==> src/design/quadratic_probe_hash_table_unit_defines.svh <==
// Assertion macros shared by the hash table unit modules.
`ifndef QUADRATIC_PROBE_HASH_TABLE_UNIT_DEFINES_SVH
`define QUADRATIC_PROBE_HASH_TABLE_UNIT_DEFINES_SVH
`ifndef NO_ASSERTIONS
// Consequent checked in the same cycle as the antecedent.
`define QPHT_ASSERT_SAME(label, clk, rst_n, ante, cons) \
    label: assert property (@(posedge clk) disable iff (!rst_n) (ante) |-> (cons)) \
        else $error("qpht: same-cycle check failed");
// Consequent checked in the cycle after the antecedent.
`define QPHT_ASSERT_NEXT(label, clk, rst_n, ante, cons) \
    label: assert property (@(posedge clk) disable iff (!rst_n) (ante) |=> (cons)) \
        else $error("qpht: next-cycle check failed");
`else
`define QPHT_ASSERT_SAME(label, clk, rst_n, ante, cons)
`define QPHT_ASSERT_NEXT(label, clk, rst_n, ante, cons)
`endif
`endif

==> src/design/qpht_pkg.sv <==
// Shared types and constants of the quadratic probe hash table unit.
package qpht_pkg;

    localparam int CMD_W      = 2;
    localparam int KEY_W      = 16;
    localparam int VAL_W      = 32;
    localparam int STAT_W     = 2;
    localparam int MARK_W     = 2;
    localparam int CFG_W      = 7;
    localparam int SIZE_W     = 7;
    localparam int LIVE_W     = 7;
    localparam int HASH_W     = 17;
    localparam int HASH_CNT_W = 5;

    localparam logic [CMD_W-1:0] CMD_INSERT = 2'd0;
    localparam logic [CMD_W-1:0] CMD_DELETE = 2'd1;
    localparam logic [CMD_W-1:0] CMD_LOOKUP = 2'd2;
    localparam logic [CMD_W-1:0] CMD_NOP    = 2'd3;

    localparam logic [STAT_W-1:0] STAT_OK        = 2'd0;
    localparam logic [STAT_W-1:0] STAT_NOT_FOUND = 2'd1;
    localparam logic [STAT_W-1:0] STAT_FULL      = 2'd2;

    localparam logic [MARK_W-1:0] MARK_FREE = 2'd0;
    localparam logic [MARK_W-1:0] MARK_LIVE = 2'd1;
    localparam logic [MARK_W-1:0] MARK_GONE = 2'd2;

    localparam logic [CFG_W-1:0] CFG_SIZE_RESET = 7'd4;

    typedef struct packed {
        logic [CMD_W-1:0] command;
        logic [KEY_W-1:0] key;
        logic [VAL_W-1:0] value;
    } t_item;

    typedef struct packed {
        logic [STAT_W-1:0] status;
        logic [VAL_W-1:0]  value_out;
        logic              over_load;
    } t_result;

    typedef struct packed {
        logic [MARK_W-1:0] mark;
        logic [KEY_W-1:0]  key;
        logic [VAL_W-1:0]  value;
    } t_slot;

    typedef struct packed {
        logic load;
        logic probe_init;
        logic probe_run;
        logic commit;
        logic clear;
    } t_dp_ctl;

    typedef struct packed {
        logic rem_done;
        logic hit;
        logic miss;
        logic is_nop;
        logic clear_done;
    } t_dp_stat;

endpackage

==> src/design/quadratic_probe_hash_table_unit.sv <==
// Top level of the quadratic probe hash table unit, whose receiver cannot stall results.
// One command at a time, paced by the 17-step hash remainder and one slot read per probe;
// command 3 skips the probe walk. Busy falls with the result strobe, so the next command
// can start in that cycle. Synchronous reset sets a table size of 4 and starts a pass that
// clears every slot mark, with busy high.
module quadratic_probe_hash_table_unit
    import qpht_pkg::*;
#(
    parameter int MAX_SLOTS = 64
) (
    input  logic             i_clk,
    input  logic             i_rst_n,
    input  logic             start,
    output logic             busy,
    input  t_item            i_item,
    output logic             o_valid,
    output t_result          o_result,
    input  logic             i_cfg_we,
    input  logic [CFG_W-1:0] i_cfg_wdata
);

    // The controller sequences the work; the datapath holds all storage.
    // A command transfer happens when start is high while busy is low. The
    // datapath then reduces the key hash modulo the table size one bit per
    // cycle, walks the quadratic probe sequence with one slot read per cycle,
    // and on the first qualifying slot (or after the last probe) commits the
    // slot update, the live count and the result word in a single cycle.
    t_dp_ctl  ctl;
    t_dp_stat stat;

    qpht_ctrl u_ctrl (
        .i_clk   (i_clk),
        .i_rst_n (i_rst_n),
        .i_start (start),
        .i_stat  (stat),
        .o_ctl   (ctl),
        .o_busy  (busy)
    );

    // The result is held on o_result for the single cycle in which o_valid
    // is high; that cycle's closing edge is the result transfer.
    qpht_dp #(
        .MAX_SLOTS (MAX_SLOTS)
    ) u_dp (
        .i_clk       (i_clk),
        .i_rst_n     (i_rst_n),
        .i_item      (i_item),
        .i_cfg_we    (i_cfg_we),
        .i_cfg_wdata (i_cfg_wdata),
        .i_ctl       (ctl),
        .o_stat      (stat),
        .o_valid     (o_valid),
        .o_result    (o_result)
    );

endmodule

==> src/design/qpht_rem.sv <==
// Bit-serial remainder unit that reduces the key hash modulo the table size.
module qpht_rem
    import qpht_pkg::*;
(
    input  logic              i_clk,
    input  logic              i_rst_n,
    input  logic              i_start,
    input  logic [HASH_W-1:0] i_dividend,
    input  logic [SIZE_W-1:0] i_divisor,
    output logic              o_done,
    output logic [SIZE_W-1:0] o_rem
);

    logic                  r_busy;
    logic                  r_done;
    logic [HASH_CNT_W-1:0] r_cnt;
    logic [HASH_W-1:0]     r_dvd;
    logic [SIZE_W-1:0]     r_rem;
    logic [SIZE_W-1:0]     r_div;
    logic [SIZE_W:0]       trial;
    logic [SIZE_W-1:0]     n_rem;

    // One dividend bit per cycle; the partial remainder stays below the divisor.
    always_comb begin
        trial = {r_rem, r_dvd[HASH_W-1]};
        if (trial >= {1'b0, r_div}) begin
            n_rem = SIZE_W'(trial - {1'b0, r_div});
        end else begin
            n_rem = trial[SIZE_W-1:0];
        end
    end

    always_ff @(posedge i_clk) begin
        if (!i_rst_n) begin
            r_busy <= 1'b0;
            r_done <= 1'b0;
            r_cnt  <= '0;
        end else begin
            r_done <= 1'b0;
            if (i_start) begin
                r_busy <= 1'b1;
                r_cnt  <= '0;
            end else if (r_busy) begin
                r_cnt <= r_cnt + 1'b1;
                if (r_cnt == HASH_CNT_W'(HASH_W - 1)) begin
                    r_busy <= 1'b0;
                    r_done <= 1'b1;
                end
            end
        end
    end

    always_ff @(posedge i_clk) begin
        if (i_start) begin
            r_dvd <= i_dividend;
            r_rem <= '0;
            r_div <= i_divisor;
        end else if (r_busy) begin
            r_dvd <= {r_dvd[HASH_W-2:0], 1'b0};
            r_rem <= n_rem;
        end
    end

    assign o_done = r_done;
    assign o_rem  = r_rem;

endmodule

==> src/design/qpht_dp.sv <==
// Datapath: size register, hash reduction, probe sequence, slot memory and result.
`include "quadratic_probe_hash_table_unit_defines.svh"
module qpht_dp
    import qpht_pkg::*;
#(
    parameter int MAX_SLOTS = 64
) (
    input  logic             i_clk,
    input  logic             i_rst_n,
    input  t_item            i_item,
    input  logic             i_cfg_we,
    input  logic [CFG_W-1:0] i_cfg_wdata,
    input  t_dp_ctl          i_ctl,
    output t_dp_stat         o_stat,
    output logic             o_valid,
    output t_result          o_result
);

    localparam int AW       = $clog2(MAX_SLOTS);
    localparam int SIZE_CAP = (MAX_SLOTS < (2 ** SIZE_W) - 1) ? MAX_SLOTS : (2 ** SIZE_W) - 1;
    localparam logic [SIZE_W-1:0] SIZE_CAP_V = SIZE_W'(SIZE_CAP);
    localparam logic [LIVE_W-1:0] LIVE_CAP_V = LIVE_W'(SIZE_CAP);
    localparam logic [AW-1:0]     LAST_ADDR  = AW'(MAX_SLOTS - 1);

    function automatic logic [SIZE_W-1:0] wrap_inc(input logic [SIZE_W-1:0] x,
                                                   input logic [SIZE_W-1:0] m);
        logic [SIZE_W-1:0] y;
        y = x + 1'b1;
        return (y == m) ? '0 : y;
    endfunction

    logic [CFG_W-1:0]  r_size_cfg;
    logic [SIZE_W-1:0] eff_size;
    logic [HASH_W-1:0] hash;

    logic [CMD_W-1:0]  r_cmd;
    logic [KEY_W-1:0]  r_key;
    logic [VAL_W-1:0]  r_val;
    logic [SIZE_W-1:0] r_size;

    logic              rem_done;
    logic [SIZE_W-1:0] rem;

    logic [SIZE_W-1:0] r_pos;
    logic [SIZE_W-1:0] r_d;
    logic [SIZE_W-1:0] r_issued;
    logic [SIZE_W-1:0] r_pend_pos;
    logic              r_pend_v;
    logic [SIZE_W:0]   pos_sum;
    logic [SIZE_W-1:0] n_pos;
    logic [SIZE_W-1:0] n_d;
    logic              can_issue;

    t_slot             r_mem [MAX_SLOTS];
    t_slot             r_rd;
    logic              mem_we;
    logic [AW-1:0]     mem_wa;
    t_slot             mem_wd;
    logic [AW-1:0]     r_clr_addr;

    logic              match;
    logic              hit;
    logic              miss;
    logic [LIVE_W-1:0] r_live;
    logic [LIVE_W-1:0] n_live;
    logic [LIVE_W+1:0] four_live;
    logic [SIZE_W+1:0] three_size;
    logic              r_out_v;
    t_result           r_result;
    t_result           n_result;

    // Configuration register and its clamp to the usable range.
    always_ff @(posedge i_clk) begin
        if (!i_rst_n) begin
            r_size_cfg <= CFG_SIZE_RESET;
        end else if (i_cfg_we) begin
            r_size_cfg <= i_cfg_wdata;
        end
    end

    always_comb begin
        if (r_size_cfg == '0) begin
            eff_size = SIZE_W'(1);
        end else if (r_size_cfg > SIZE_CAP_V) begin
            eff_size = SIZE_CAP_V;
        end else begin
            eff_size = r_size_cfg;
        end
    end

    assign hash = ({1'b0, i_item.key} << 1) | HASH_W'(i_item.key >> 5);

    always_ff @(posedge i_clk) begin
        if (i_ctl.load) begin
            r_cmd  <= i_item.command;
            r_key  <= i_item.key;
            r_val  <= i_item.value;
            r_size <= eff_size;
        end
    end

    qpht_rem u_rem (
        .i_clk      (i_clk),
        .i_rst_n    (i_rst_n),
        .i_start    (i_ctl.load),
        .i_dividend (hash),
        .i_divisor  (eff_size),
        .o_done     (rem_done),
        .o_rem      (rem)
    );

    // Probe i+1 sits 2i+1 past probe i, so position and step both advance
    // with a compare and subtract.
    always_comb begin
        pos_sum = {1'b0, r_pos} + {1'b0, r_d};
        if (pos_sum >= {1'b0, r_size}) begin
            n_pos = SIZE_W'(pos_sum - {1'b0, r_size});
        end else begin
            n_pos = pos_sum[SIZE_W-1:0];
        end
        n_d = wrap_inc(wrap_inc(r_d, r_size), r_size);
    end

    assign can_issue = i_ctl.probe_run && (r_issued < r_size);

    always_ff @(posedge i_clk) begin
        if (!i_rst_n) begin
            r_pend_v <= 1'b0;
        end else if (i_ctl.probe_init) begin
            r_pend_v <= 1'b0;
        end else begin
            r_pend_v <= can_issue;
        end
    end

    always_ff @(posedge i_clk) begin
        if (i_ctl.probe_init) begin
            r_pos    <= rem;
            r_d      <= (r_size == SIZE_W'(1)) ? '0 : SIZE_W'(1);
            r_issued <= '0;
        end else if (can_issue) begin
            r_pend_pos <= r_pos;
            r_pos      <= n_pos;
            r_d        <= n_d;
            r_issued   <= r_issued + 1'b1;
        end
    end

    // Check the slot read in the previous cycle.
    always_comb begin
        if (r_cmd == CMD_INSERT) begin
            match = (r_rd.mark == MARK_FREE);
        end else begin
            match = (r_rd.mark == MARK_LIVE) && (r_rd.key == r_key);
        end
        hit  = r_pend_v && match;
        miss = r_pend_v && !match && (r_issued == r_size);
    end

    // Slot memory: one write port shared by the clearing pass and commits.
    always_comb begin
        mem_we = 1'b0;
        mem_wa = AW'(r_pend_pos);
        mem_wd = r_rd;
        if (i_ctl.clear) begin
            mem_we      = 1'b1;
            mem_wa      = r_clr_addr;
            mem_wd.mark = MARK_FREE;
        end else if (i_ctl.commit && hit) begin
            if (r_cmd == CMD_INSERT) begin
                mem_we       = 1'b1;
                mem_wd.mark  = MARK_LIVE;
                mem_wd.key   = r_key;
                mem_wd.value = r_val;
            end else if (r_cmd == CMD_DELETE) begin
                mem_we      = 1'b1;
                mem_wd.mark = MARK_GONE;
            end
        end
    end

    always_ff @(posedge i_clk) begin
        if (mem_we) begin
            r_mem[mem_wa] <= mem_wd;
        end
        r_rd <= r_mem[AW'(r_pos)];
    end

    always_ff @(posedge i_clk) begin
        if (!i_rst_n) begin
            r_clr_addr <= '0;
        end else if (i_ctl.clear) begin
            r_clr_addr <= r_clr_addr + 1'b1;
        end
    end

    // Live count and result word.
    always_comb begin
        n_live = r_live;
        if (hit && (r_cmd == CMD_INSERT)) begin
            n_live = r_live + 1'b1;
        end else if (hit && (r_cmd == CMD_DELETE) && (r_live != '0)) begin
            n_live = r_live - 1'b1;
        end
        four_live  = {n_live, 2'b00};
        three_size = {1'b0, r_size, 1'b0} + {2'b00, r_size};

        n_result.over_load = (four_live > three_size);
        n_result.value_out = '0;
        if (r_cmd == CMD_NOP || hit) begin
            n_result.status = STAT_OK;
        end else if (r_cmd == CMD_INSERT) begin
            n_result.status = STAT_FULL;
        end else begin
            n_result.status = STAT_NOT_FOUND;
        end
        if (hit && (r_cmd == CMD_LOOKUP)) begin
            n_result.value_out = r_rd.value;
        end
    end

    always_ff @(posedge i_clk) begin
        if (!i_rst_n) begin
            r_live  <= '0;
            r_out_v <= 1'b0;
        end else begin
            r_out_v <= i_ctl.commit;
            if (i_ctl.commit) begin
                r_live <= n_live;
            end
        end
    end

    always_ff @(posedge i_clk) begin
        if (i_ctl.commit) begin
            r_result <= n_result;
        end
    end

    assign o_stat.rem_done   = rem_done;
    assign o_stat.hit        = hit;
    assign o_stat.miss       = miss;
    assign o_stat.is_nop     = (r_cmd == CMD_NOP);
    assign o_stat.clear_done = (r_clr_addr == LAST_ADDR);
    assign o_valid           = r_out_v;
    assign o_result          = r_result;

    `QPHT_ASSERT_SAME(a_probe_in_range, i_clk, i_rst_n, i_ctl.probe_run, (r_pos < r_size) && (r_d < r_size))
    `QPHT_ASSERT_SAME(a_pend_counted, i_clk, i_rst_n, r_pend_v, (r_issued != '0) && (r_issued <= r_size))
    `QPHT_ASSERT_SAME(a_live_cap, i_clk, i_rst_n, 1'b1, r_live <= LIVE_CAP_V)

endmodule

==> src/design/qpht_ctrl.sv <==
// Controller: clearing pass, hash reduction wait, probe loop and commit.
`include "quadratic_probe_hash_table_unit_defines.svh"
module qpht_ctrl
    import qpht_pkg::*;
(
    input  logic     i_clk,
    input  logic     i_rst_n,
    input  logic     i_start,
    input  t_dp_stat i_stat,
    output t_dp_ctl  o_ctl,
    output logic     o_busy
);

    localparam logic [1:0] S_CLEAR = 2'd0;
    localparam logic [1:0] S_IDLE  = 2'd1;
    localparam logic [1:0] S_HASH  = 2'd2;
    localparam logic [1:0] S_PROBE = 2'd3;

    logic [1:0] r_state;
    logic [1:0] n_state;

    always_comb begin
        n_state = r_state;
        o_ctl   = '0;
        unique case (r_state)
            S_CLEAR: begin
                o_ctl.clear = 1'b1;
                if (i_stat.clear_done) begin
                    n_state = S_IDLE;
                end
            end
            S_IDLE: begin
                if (i_start) begin
                    o_ctl.load = 1'b1;
                    n_state    = S_HASH;
                end
            end
            S_HASH: begin
                if (i_stat.rem_done) begin
                    if (i_stat.is_nop) begin
                        o_ctl.commit = 1'b1;
                        n_state      = S_IDLE;
                    end else begin
                        o_ctl.probe_init = 1'b1;
                        n_state          = S_PROBE;
                    end
                end
            end
            S_PROBE: begin
                if (i_stat.hit || i_stat.miss) begin
                    o_ctl.commit = 1'b1;
                    n_state      = S_IDLE;
                end else begin
                    o_ctl.probe_run = 1'b1;
                end
            end
            default: begin
                n_state = S_IDLE;
            end
        endcase
    end

    always_ff @(posedge i_clk) begin
        if (!i_rst_n) begin
            r_state <= S_CLEAR;
        end else begin
            r_state <= n_state;
        end
    end

    assign o_busy = (r_state != S_IDLE);

    `QPHT_ASSERT_SAME(a_commit_state, i_clk, i_rst_n, o_ctl.commit, (r_state == S_HASH) || (r_state == S_PROBE))
    `QPHT_ASSERT_NEXT(a_load_to_hash, i_clk, i_rst_n, o_ctl.load, (r_state == S_HASH) && o_busy)

endmodule

==> config.mk <==
export PLATFORM = sky130hd
export DESIGN_NAME = quadratic_probe_hash_table_unit
export DESIGN_NICKNAME = d
export VERILOG_FILES = /design/src/design/qpht_pkg.sv /design/src/design/quadratic_probe_hash_table_unit.sv /design/src/design/qpht_rem.sv /design/src/design/qpht_dp.sv /design/src/design/qpht_ctrl.sv
export VERILOG_INCLUDE_DIRS = /design/src /design/src/design
export SDC_FILE = /design/constraint.sdc
export NUM_CORES = 2
export LEC_CHECK = 0
export BUFFER_PORTS_ARGS = -buffer_cell sky130_fd_sc_hd__buf_4
export CAP_MARGIN = 30
export CORE_ASPECT_RATIO = 0.9
export CORE_MARGIN = 5
export CORE_UTILIZATION = 50
export DETAILED_ROUTE_END_ITERATION = 8
export PLACE_DENSITY = 0.69
export SETUP_SLACK_MARGIN = 0.15
export SYNTH_ARGS = -nofsm -noshare
export SYNTH_HDL_FRONTEND = slang
export SYNTH_SLANG_ARGS = --single-unit
==> constraint.sdc <==
create_clock -name i_clk -period 5.5 [get_ports i_clk]
set_input_delay 0.825 -clock i_clk [delete_from_list [all_inputs] [get_ports i_clk]]
set_output_delay 0.825 -clock i_clk [all_outputs]
set_load 0.02 [all_outputs]
==> run summary <==
Outcome -> finished, final reports clean
Nets@finish -> 6040
Leakage power -> 46.6 nW
Final core occ -> 57.1%
Non-Filler Instances -> 9701
Syn avg cell area -> 23.9 um^2
Gate power share -> 1.2%
Clock tree sinks -> 3424
DIE AREA -> 274000 um^2
Syn nets -> 5645
DRC -> 0
Via count -> 62900
Setup violators final -> 0
Vias in the first global route -> 62700
Worst slew pin tran -> 1.09 ns
Post-DRT Antenna Nets -> 0
CTS H-Tree Depth -> 5
First drt pass iteration count -> 5
Finished Cell Area -> 150000 um^2
Post-CTS Setup Inserts -> 0
Crit path DAT -> 5.44 ns
Routed WL per cell -> 34.5 um
# rows -> 178
Crit path required time -> 6.07 ns
CTS tree -> yes
Post-synth EDFFs -> 3329
PortBufs -> 97
Cells after Synth -> 5521
Worst-skew pair later-pin latency -> 0.89 ns
Initial antenna violation count -> 20
Clock Skews -> 0.0477 ns
Share of cells above drive strength 1 -> 32.0%
Post-route setup slack -> 0.632 ns
Worst VDD drop -> 0.000279 V
Hold_buf cts -> 0
Via density -> 6.48
Total GRT Usage -> 24.4%
Max cap viols -> 0
Post-synth top cells -> 3329 x edfxtp_1, 1044 x mux4_2, 153 x clkbuf_1
Area Overhead vs Synth -> 13.5%
GRT overflow -> 0
Synth area leader -> edfxtp_1
Pint -> 41.4 mW
Net Sw Frac -> 19.6%
Final min period -> 4.87 ns
Starting Density -> 50.3%
Worst Path Max Fanout -> 10
Setup crit end kind -> flip-flop
Top-area cell type share of the netlist area -> 75.8%
FF+latch count, synth -> 3424
Class of the worst hold path -> in -> reg
Post-synthesis sequential area ratio -> 77.3%
Sequential power share -> 55.3%
Main synth FF type -> edfxtp_1
Clock power frac -> 43.5%
Switch Pwr -> 10.1 mW
Largest net degree at the start of global routing -> 135
Fin. Hold Viols -> 0
Max Fclk -> 205 MHz
Maximum root-to-sink buffer count -> 4
Area contributors post-synth -> edfxtp_1 76%, mux4_2 18%, dfxtp_1 1.4%
IO Count -> 98
CTS root buf -> clkbuf_16
Placed insts -> 9081
Setup TNS Final -> 0 ns
Max_slew headroom -> 26.3%
Die Width -> 551 um
Synth cell types -> 68
Synthesized area -> 132000 um^2
Top-count cell post-synth -> edfxtp_1
RSZ-0062 raised after global routing -> false
Synthesis warning total -> 0
Slew Limit Fails -> 0
Pwr Density -> 344 nW/um^2
Routed wire length -> 335000 um
CORE AREA -> 262000 um^2
# resized after CTS -> 0
Async S/R FF share, synth -> 0%
Initial DRC Count -> 9284
Worst slack, placed -> 0.789 ns
Post-route clock period utilization -> 88.5%
Global-route wire length before repair -> 477000 um
Die H -> 497 um
Inserted Clock Buffers -> 336
Worst setup path class -> reg -> reg
Final HPWL DP -> 188000 um
Reg clk slew, reported paths -> 0.06 ns
Gpl congestion -> 0.841
CP Launch Type -> flip-flop
Post-DP Area -> 139000 um^2
==> worst max-delay path, cell delays in order (launching register included) <==
cell	delay (ns)
edfxtp_1	0.57
ha_1	0.41
xor2_1	0.44
xnor2_1	0.11
and4_1	0.23
nand3_1	0.20
nand2_1	0.12
inv_1	0.07
ha_1	0.24
nand4_1	0.11
o32ai_1	0.53
o21ai_0	0.33
mux2_2	0.30
a22oi_1	0.11
nor4_1	0.69
nor4_1	0.11
==> cells by family (layout without fill, tap and decap cells) <==
logic type	after synthesis	after routing	share of synthesized area (%)
multiplexers	1137	1137	18.6
adder cells (fa/ha/maj)	63	63	0.621
flip-flops	3424	3424	77.3
XOR/XNOR	73	73	0.495
AND/OR/NAND/NOR	357	357	1.29
other	0	7	0
buffers and inverters	317	980	0.984
AO/OA/AOI/OAI	150	150	0.750
==> sequential cells by signal, indices dropped and copies added (netlist names), 7 cells and up <==
register	count
u_dp.r_size_cfg	7
u_dp.o_result	35
u_dp.r_mem	3200
u_dp.r_live	7
u_dp.u_rem.r_dvd	17
u_dp.r_rd	50
u_dp.u_rem.r_div	7
u_dp.r_key	16
u_dp.r_pos	7
u_dp.r_val	32
u_dp.r_issued	7
u_dp.r_d	7
u_dp.u_rem.o_rem	7
==> cell usage in the layout, fill, tap and decap left out, types with 20 or more instances in the layout <==
cell type  instances
and2_1            38
xnor2_1           52
clkinv_2          55
xor2_1            20
ha_1              59
clkinv_1          64
nor2_4            66
nor2_1            57
mux4_2          1044
nand2_1           92
clkbuf_1          78
bufinv_16         23
a21oi_1           33
buf_4            251
o21ai_0           44
dfxtp_1           95
mux2_2            64
mux2i_1           29
clkbuf_16        343
edfxtp_1        3329
buf_12            68
inv_1             49
==> through the flow <==
stage                     hold slack [ns]  total power [mW]
after floorplan                     0.449              29.3
after global placement              0.473              29.6
after detailed placement            0.485              29.6
after CTS                          0.0432              51.8
after global routing               0.0744              53.0
final                               0.112              51.5
==> routing by layer <==
layer | track usage, % | wire (um) | up-vias | share of wire, %
met4 | 6.39 | 9260 | 12 | 2.8
met2 | 37.1 | 156000 | 3931 | 47
met1 | 36.4 | 131000 | 33900 | 39
met3 | 5.52 | 38400 | 532 | 11
li1 | - | - | 24500 | -
met5 | 0 | 74 | - | 0.022
==> area by class of cell <==
cell class | instances | area [um^2]
antenna | 7 | 17.5
clock buffer | 433 | 9040
clock inverter | 173 | 1600
fill | 18400 | 112000
inverter | 51 | 195
multi-input combinational | 1780 | 29200
sequential | 3424 | 102000
tap | 3510 | 4390
timing repair buffer | 323 | 3360
==> path summary, 6_finish.rpt <==
check / startpoint / endpoint / slack (ns) / cells after the start
max: u_dp.r_d[0] / u_dp.r_d[6] / 0.63 / 15
max reg2reg: u_dp.r_d[0] / u_dp.r_d[6] / 0.63 / 15
min: i_item[12] / u_dp.r_val[12] / 0.11 / 1
min reg2reg: u_dp.r_issued[6] / u_dp.r_issued[6] / 0.50 / 2
==> power groups by stage <==
stage / combinational, mW / sequential, mW / clock, mW
global route: 0.649 / 28.5 / 23.9
CTS: 0.609 / 28.5 / 22.7
detailed placement: 0.606 / 29.0 / 0
finish: 0.609 / 28.5 / 22.4
global placement: 0.593 / 29.0 / 0
floorplan: 0.319 / 29.0 / 0
(Power assumes the default switching activity.)
